==> src/hw/rtl/mcbb_pkg.sv <==
// Shared constants and types for the masked colormap block blitter.
`default_nettype none
package mcbb_pkg;

   localparam int SCREEN_WIDTH  = 320;
   localparam int SCREEN_HEIGHT = 200;

   localparam int POS_W    = 12;
   localparam int SIZE_W   = 12;
   localparam int DPITCH_W = 13;
   localparam int CNT_W    = 11;
   localparam int COUNT_MAX = 2048;
   localparam int PIX_W    = 8;
   localparam int MAP_DEPTH = 256;
   localparam int MAP_AW   = $clog2(MAP_DEPTH);
   localparam int OFF_W    = 20;
   localparam int CSR_AW   = 3;
   localparam int CSR_DW   = 13;

   localparam int SX_W = $clog2(SCREEN_WIDTH);
   localparam int SY_W = $clog2(SCREEN_HEIGHT);

   // request actions
   localparam logic ACT_MAP_LOAD = 1'b0;
   localparam logic ACT_PIXEL    = 1'b1;

   // register indexes
   localparam logic [CSR_AW-1:0] REG_POS_X        = 3'd0;
   localparam logic [CSR_AW-1:0] REG_POS_Y        = 3'd1;
   localparam logic [CSR_AW-1:0] REG_BLOCK_WIDTH  = 3'd2;
   localparam logic [CSR_AW-1:0] REG_BLOCK_HEIGHT = 3'd3;
   localparam logic [CSR_AW-1:0] REG_SOURCE_PITCH = 3'd4;
   localparam logic [CSR_AW-1:0] REG_DEST_PITCH   = 3'd5;

   typedef struct packed {
      logic [POS_W-1:0]  pos_x;
      logic [POS_W-1:0]  pos_y;
      logic [SIZE_W-1:0] block_width;
      logic [SIZE_W-1:0] block_height;
      logic [SIZE_W-1:0] source_pitch;
   } scan_cfg_type;

   typedef struct packed {
      logic            visible;   // inside block and on screen
      logic [SX_W-1:0] sx;
      logic [SY_W-1:0] sy;
   } scan_pos_type;

endpackage
`default_nettype wire

==> src/hw/rtl/mcbb_scan.sv <==
// Source column/row counters and screen clipping for the blitter.
`default_nettype none
module mcbb_scan (
   input  wire logic                  clock,
   input  wire logic                  reset,
   input  wire logic                  step,
   input  wire mcbb_pkg::scan_cfg_type cfg,
   output mcbb_pkg::scan_pos_type     pos
);
   import mcbb_pkg::*;

   logic [CNT_W-1:0]  col_ff, col_in;
   logic [CNT_W-1:0]  row_ff, row_in;
   logic [SIZE_W-1:0] pitch_eff, height_eff;
   logic [SIZE_W-1:0] col_inc, row_inc;
   logic signed [POS_W:0] sx, sy;
   logic sx_ok, sy_ok, in_block;

   // zero acts as one, anything above the counter range saturates
   always_comb begin
      if (cfg.source_pitch == '0)
         pitch_eff = SIZE_W'(1);
      else if (cfg.source_pitch > SIZE_W'(COUNT_MAX))
         pitch_eff = SIZE_W'(COUNT_MAX);
      else
         pitch_eff = cfg.source_pitch;
      if (cfg.block_height == '0)
         height_eff = SIZE_W'(1);
      else if (cfg.block_height > SIZE_W'(COUNT_MAX))
         height_eff = SIZE_W'(COUNT_MAX);
      else
         height_eff = cfg.block_height;
   end

   assign col_inc = {1'b0, col_ff} + SIZE_W'(1);
   assign row_inc = {1'b0, row_ff} + SIZE_W'(1);

   always_comb begin
      col_in = col_ff;
      row_in = row_ff;
      if (step) begin
         if (col_inc >= pitch_eff) begin
            col_in = '0;
            row_in = (row_inc >= height_eff) ? '0 : row_inc[CNT_W-1:0];
         end else begin
            col_in = col_inc[CNT_W-1:0];
         end
      end
   end

   always_ff @(posedge clock) begin
      if (reset) begin
         col_ff <= '0;
         row_ff <= '0;
      end else begin
         col_ff <= col_in;
         row_ff <= row_in;
      end
   end

   assign sx = $signed({cfg.pos_x[POS_W-1], cfg.pos_x}) + $signed({2'b00, col_ff});
   assign sy = $signed({cfg.pos_y[POS_W-1], cfg.pos_y}) + $signed({2'b00, row_ff});

   assign sx_ok = !sx[POS_W] && (sx < (POS_W+1)'(SCREEN_WIDTH));
   assign sy_ok = !sy[POS_W] && (sy < (POS_W+1)'(SCREEN_HEIGHT));
   assign in_block = ({1'b0, col_ff} < cfg.block_width) &&
                     ({1'b0, row_ff} < cfg.block_height);

   assign pos.visible = in_block && sx_ok && sy_ok;
   assign pos.sx      = sx[SX_W-1:0];
   assign pos.sy      = sy[SY_W-1:0];

endmodule
`default_nettype wire

==> src/hw/rtl/masked_colormap_block_blit_top.sv <==
// Top level of the masked colormap block blitter.
// Pipeline: two register stages, s1 then the response register; a drawn pixel's
//   write is offered once s1 advances into the response register.
// Throughput: one request per cycle unless s1 is full and the response stalls;
//   the colormap RAM takes one read per pixel or one write per load, never both.
// Reset: synchronous; clears counters, registers to defaults and pipeline valids.
// The colormap RAM is not cleared and holds garbage until loaded.
`default_nettype none
module masked_colormap_block_blit_top (
   input  wire logic                          clock,
   input  wire logic                          reset,
   input  wire logic                          csr_we,
   input  wire logic [mcbb_pkg::CSR_AW-1:0]   csr_index,
   input  wire logic [mcbb_pkg::CSR_DW-1:0]   csr_wdata,
   input  wire logic                          req_valid,
   output      logic                          req_ready,
   input  wire logic                          req_action,
   input  wire logic [7:0]                    req_map_index,
   input  wire logic [7:0]                    req_map_value,
   input  wire logic [7:0]                    req_pixel,
   output      logic                          rsp_valid,
   input  wire logic                          rsp_ready,
   output      logic [mcbb_pkg::OFF_W-1:0]    rsp_dest_offset,
   output      logic [7:0]                    rsp_color
);
   import mcbb_pkg::*;

   scan_cfg_type          cfg_ff;
   logic [DPITCH_W-1:0]   dest_pitch_ff;
   scan_pos_type          pos;

   logic [PIX_W-1:0]      color_map_mem [MAP_DEPTH];

   logic                  accept, pix_accept, load_accept;
   logic                  s1_valid_ff, s1_valid_in, s1_adv;
   logic [SX_W-1:0]       s1_sx_ff;
   logic [SY_W-1:0]       s1_sy_ff;
   logic [PIX_W-1:0]      s1_color_ff;
   logic                  rsp_valid_ff, rsp_valid_in;
   logic [OFF_W-1:0]      rsp_off_ff;
   logic [PIX_W-1:0]      rsp_color_ff;
   logic [31:0]           prod;

   // configuration registers
   always_ff @(posedge clock) begin
      if (reset) begin
         cfg_ff.pos_x        <= '0;
         cfg_ff.pos_y        <= '0;
         cfg_ff.block_width  <= '0;
         cfg_ff.block_height <= '0;
         cfg_ff.source_pitch <= SIZE_W'(1);
         dest_pitch_ff       <= DPITCH_W'(320);
      end else if (csr_we) begin
         unique case (csr_index)
            REG_POS_X:        cfg_ff.pos_x        <= csr_wdata[POS_W-1:0];
            REG_POS_Y:        cfg_ff.pos_y        <= csr_wdata[POS_W-1:0];
            REG_BLOCK_WIDTH:  cfg_ff.block_width  <= csr_wdata[SIZE_W-1:0];
            REG_BLOCK_HEIGHT: cfg_ff.block_height <= csr_wdata[SIZE_W-1:0];
            REG_SOURCE_PITCH: cfg_ff.source_pitch <= csr_wdata[SIZE_W-1:0];
            REG_DEST_PITCH:   dest_pitch_ff       <= csr_wdata[DPITCH_W-1:0];
            default: ;
         endcase
      end
   end

   mcbb_scan u_scan (
      .clock (clock),
      .reset (reset),
      .step  (pix_accept),
      .cfg   (cfg_ff),
      .pos   (pos)
   );

   assign s1_adv      = !rsp_valid_ff || rsp_ready;
   assign req_ready   = !s1_valid_ff || s1_adv;
   assign accept      = req_valid && req_ready;
   assign pix_accept  = accept && (req_action == ACT_PIXEL);
   assign load_accept = accept && (req_action == ACT_MAP_LOAD);

   // colormap RAM: one write per load, registered read per pixel
   always_ff @(posedge clock) begin
      if (load_accept)
         color_map_mem[req_map_index] <= req_map_value;
      if (pix_accept)
         s1_color_ff <= color_map_mem[req_pixel];
   end

   always_comb begin
      s1_valid_in = s1_valid_ff;
      if (accept)
         s1_valid_in = pix_accept && pos.visible && (req_pixel != '0);
      else if (s1_adv)
         s1_valid_in = 1'b0;
   end

   always_ff @(posedge clock) begin
      if (pix_accept) begin
         s1_sx_ff <= pos.sx;
         s1_sy_ff <= pos.sy;
      end
   end

   assign prod = 32'(s1_sy_ff) * 32'(dest_pitch_ff);

   assign rsp_valid_in = s1_adv ? s1_valid_ff : rsp_valid_ff;

   always_ff @(posedge clock) begin
      if (reset) begin
         s1_valid_ff  <= 1'b0;
         rsp_valid_ff <= 1'b0;
      end else begin
         s1_valid_ff  <= s1_valid_in;
         rsp_valid_ff <= rsp_valid_in;
      end
   end

   always_ff @(posedge clock) begin
      if (s1_adv && s1_valid_ff) begin
         rsp_off_ff   <= OFF_W'(prod + 32'(s1_sx_ff));
         rsp_color_ff <= s1_color_ff;
      end
   end

   assign rsp_valid       = rsp_valid_ff;
   assign rsp_dest_offset = rsp_off_ff;
   assign rsp_color       = rsp_color_ff;

`ifndef SYNTHESIS
   a_stall_backpressure: assert property (@(posedge clock) disable iff (reset)
      (s1_valid_ff && rsp_valid_ff && !rsp_ready) |-> !req_ready)
      else $error("request taken while pipeline is full");

   a_load_no_write: assert property (@(posedge clock) disable iff (reset)
      load_accept |=> !s1_valid_ff)
      else $error("colormap load produced a pixel in flight");

   a_rsp_source: assert property (@(posedge clock) disable iff (reset)
      $rose(rsp_valid_ff) |-> $past(s1_valid_ff))
      else $error("response raised without a staged pixel");
`endif

endmodule
`default_nettype wire

==> config.mk <==
export PLATFORM = sky130hd
export DESIGN_NAME = masked_colormap_block_blit_top
export DESIGN_NICKNAME = d
export VERILOG_FILES = /design/src/hw/rtl/mcbb_pkg.sv /design/src/hw/rtl/mcbb_scan.sv /design/src/hw/rtl/masked_colormap_block_blit_top.sv
export SDC_FILE = /design/constraint.sdc
export NUM_CORES = 2
export LEC_CHECK = 0
export ABC_AREA = 1
export BUFFER_PORTS_ARGS = -buffer_cell sky130_fd_sc_hd__clkbuf_2
export CAP_MARGIN = 10
export CORE_MARGIN = 2
export CORE_UTILIZATION = 40
export DETAILED_ROUTE_END_ITERATION = 12
export PLACE_DENSITY = 0.57
export SLEW_MARGIN = 15
export SYNTH_ARGS = -nofsm -noshare
export SYNTH_HDL_FRONTEND = slang
export SYNTH_SLANG_ARGS = --single-unit
==> constraint.sdc <==
create_clock -name clock -period 8.1 [get_ports clock]
set_input_delay 1.62 -clock clock [delete_from_list [all_inputs] [get_ports clock]]
set_output_delay 1.62 -clock clock [all_outputs]
set_load 0.02 [all_outputs]
==> out/results.txt <==
vias in the first global route -> 59.5k
remaining antenna violation count after routing -> 0
CP bufs+invs -> 3
Final Wtd Congestion -> 0.866
Tcrit/Tclk final -> 0.560
total placed cells including tap cells -> 10.6k
first-pass GRT wire length -> 390000 µm
slowest cell delay on critical path -> 710 ps
Port Buffers -> 75
library cell with the largest summed area after synthesis -> edfxtp_1
register area share after synthesis -> 0.699
start point of the critical path -> s1_sy_ff[2]$_DFFE_PP_
Setup-failing EPs final -> 0
number of levels the H-tree was split into -> 4
Post-synth ARST share -> 0
Req. time, crit path -> 8690 ps
worst supply voltage drop on vdd -> 0.203 mV
classification of the worst setup path -> reg -> reg
CP top delay family -> adder cells
synth top area cells -> edfxtp_1 (68%), nor2_1 (6.8%), o21ai_0 (5.8%), nand2_1 (2.8%), dfxtp_1 (2.1%)
final sum of negative setup slack -> 0 ps
CTS tree -> yes
cts bufs inserted -> 221
CP max FO -> 13
fmax -> 0.221 GHz
final wirelength -> 263000 µm
post-synthesis sequential element count -> 2198
HPWL after detailed placement -> 152000 µm
number of distinct library cells after synthesis -> 40
standard-cell row count -> 177
Die X -> 486 µm
total power draw -> 24400 µW
signal arrival time at the worst endpoint -> 5130 ps
Die H -> 486 µm
Max transition margin -> 0.218
routed vias -> 61.4k
sink count of the clock tree -> 2198
hold buffer count at CTS -> 0
met2 Use GR -> 0.342
met3 Resource Use GR -> 0.0375
post-route non-filler standard cell count -> 11.0k
crit-path most repeated cell -> fa_1
Syn. warnings -> 0
unrepaired setup endpoints after global routing -> false
Core Region -> 0.232 mm²
drt via density -> 5.59
root buf cell -> clkbuf_16
Gate Count Post-Synth -> 7876
area enclosed by the die boundary -> 0.237 mm²
clock transition time at the flip-flop clock pins of the worst setup and hold paths -> 60 ps
top cells by count, synth -> edfxtp_1 (2101), nor2_1 (1691), o21ai_0 (1085), nand2_1 (703), inv_1 (359)
total global routing track utilization -> 0.218
Worst Max-Slew Pin Slew -> 1170 ps
synthesized area -> 0.0931 mm²
origin of the worst min-delay path -> cfg_ff[32]$_SDFFE_PP0P_
most frequent cell after synthesis -> edfxtp_1
proportion of layout cells with a drive suffix above 1 -> 0.0628
run status -> finished clean
initial core utilization -> 0.401
top-level port count -> 76
startpoint of the worst-slack reg-to-reg timing path -> s1_sy_ff[2]$_DFFE_PP_
Worst Clk Skew -> 83.3 ps
cell-by-cell trace of the critical path -> nand2_1 -> fa_1 -> fa_1 -> inv_1 -> fa_1 -> inv_1 -> fa_1 -> inv_1 -> ha_1 -> a21oi_1 -> o21ai_0 -> nand2_1 -> o2111ai_1 -> nand3_1 -> nand2_1 -> xor2_1
hold violation total from the final report -> 0
growth of design area from synthesis to finish -> 10.9%
Worst Hold Class -> reg -> reg
global route hottest layer -> met2
largest net degree at the start of global routing -> 204
number of buffers inserted to repair setup after CTS -> 0
met1 layer usage reported by global route -> 0.308
nature of the critical path startpoint -> flip-flop
number of DRC markers in iteration 0 -> 7008
slowest cell on the critical path -> edfxtp_1
DRC viols -> 0
Pre-antenna DRT Iters -> 5
Slew Limit Fails -> 0
areal power density over the cells -> 236 mW/mm²
leakage power of the design -> 0.0349 µW
fraction of post-synthesis cell area in the top cell type by area -> 0.678
Worst setup EP type -> flip-flop
net count of the mapped netlist -> 8109
leftover overflow at the end of global routing -> 0
final critical path time including I/O delays and setup -> 4530 ps
count of flip-flops with a built-in enable after synthesis -> 2101
# nets final -> 7988
max-capacitance violation count -> 0
Mapped Avg Cell Area -> 11.8 µm²
worst-skew pair later-pin latency -> 900 ps
number of gates given a new drive strength after cts -> 0
number of buffers on the longest clock path -> 3
number of antenna violations at the first check in global routing -> 14
routed length per placed instance -> 24.0 µm
Top FF cell, synth -> edfxtp_1
==> where the power goes <==
group	leakage, µW	internal, µW	switching [µW]	total, µW
registers	0.0197	12500	47.1	12500
clock network	0.00349	5660	4440	10100
logic	0.0118	451	1280	1730
total	0.0349	18600	5770	24400
==> cell families (layout without fill, tap and decap cells) <==
group / Yosys count / in the layout / synth area share
other: 0 / 3 / 0
adders and majority gates: 187 / 187 / 0.0313
buffers and inverters: 870 / 936 / 0.0399
AOI/OAI and AO/OA: 1859 / 1859 / 0.112
and+or+nand+nor: 2721 / 2721 / 0.115
DFF: 2198 / 2198 / 0.699
xor gates and xnor gates: 41 / 41 / 0.00386
==> placed cells by master, fill, tap and decap left out, types with 5 or more instances in the layout <==
master and count:
o21bai_1 5, ha_1 111, inv_6 5, nor2_1 1686, buf_8 10, a21oi_1 195, inv_1 357, edfxtp_1 2101
a22oi_1 60, o21ai_1 51, clkinv_16 9, buf_4 62, clkbuf_1 41, nor3_1 9, o211ai_1 254, nand4_1 16
nand3_1 287, nand2_2 11, clkinv_2 49, clkbuf_2 63, buf_12 22, xnor2_1 11, o21ai_0 1085, clkinv_1 60
xor2_1 30, nand3b_1 6, nand2_1 692, bufinv_16 20, fa_1 76, dfxtp_1 97, clkbuf_16 221, o211a_1 5
nor4_1 5, o22ai_1 190
==> registers in the layout (all words and copies together) (netlist names) <==
signal           flops
color_map_mem     2048
cfg_ff              60
rsp_dest_offset     20
dest_pitch_ff       13
u_scan.col_ff       11
u_scan.row_ff       11
s1_sx_ff             9
rsp_color            8
s1_color_ff          8
s1_sy_ff             8
rsp_valid            1
s1_valid_ff          1
==> layout make-up <==
type	count	area, µm²
fillers	21200	129000
clock buffers	262	5680
diodes	3	7.51
inverters	366	1390
clock inverters	148	1480
well taps	3043	3810
multi-input cells	4808	24400
flip-flops and latches	2198	65000
repair buffers	160	1410
==> worst register-to-register path, stage by stage (launching register included) <==
cell       delay (ps)
edfxtp_1          710
nand2_1           160
fa_1              540
fa_1              550
inv_1              50
fa_1              470
inv_1              50
fa_1              470
inv_1              40
ha_1              350
a21oi_1           170
o21ai_0           120
nand2_1            70
o2111ai_1         180
nand3_1           120
nand2_1            70
xor2_1            150
==> per-layer routing <==
layer / up-vias / wire length (µm)
li1: 27800 / -
met2: 2559 / 121000
met4: 8 / 8800
met5: - / 63
met3: 473 / 20800
met1: 30500 / 113000
==> path summary, 6_finish.rpt <==
| check | end | slack [ps] | depth (start not counted) |
|---|---|---|---|
| setup reg to reg | rsp_dest_offset[18]$_DFFE_PP_ | 3570 | 16 |
| hold reg to reg | cfg_ff[32]$_SDFFE_PP0P_ | 460 | 2 |
| hold / removal | cfg_ff[32]$_SDFFE_PP0P_ | 460 | 2 |
| setup / recovery | rsp_dest_offset[18]$_DFFE_PP_ | 3570 | 16 |
==> metrics by stage <==
stage	setup WS (ps)	hold slack [ps]	util	cell area, µm²
after global placement	1800	444	0.414	96000
final	3570	458	0.445	103000
after floorplan	3900	400	-	93100
after detailed placement	2910	454	0.414	96000
after global routing	3210	483	0.445	103000
after CTS	3530	463	0.445	103000
(Power assumes the default switching activity.)
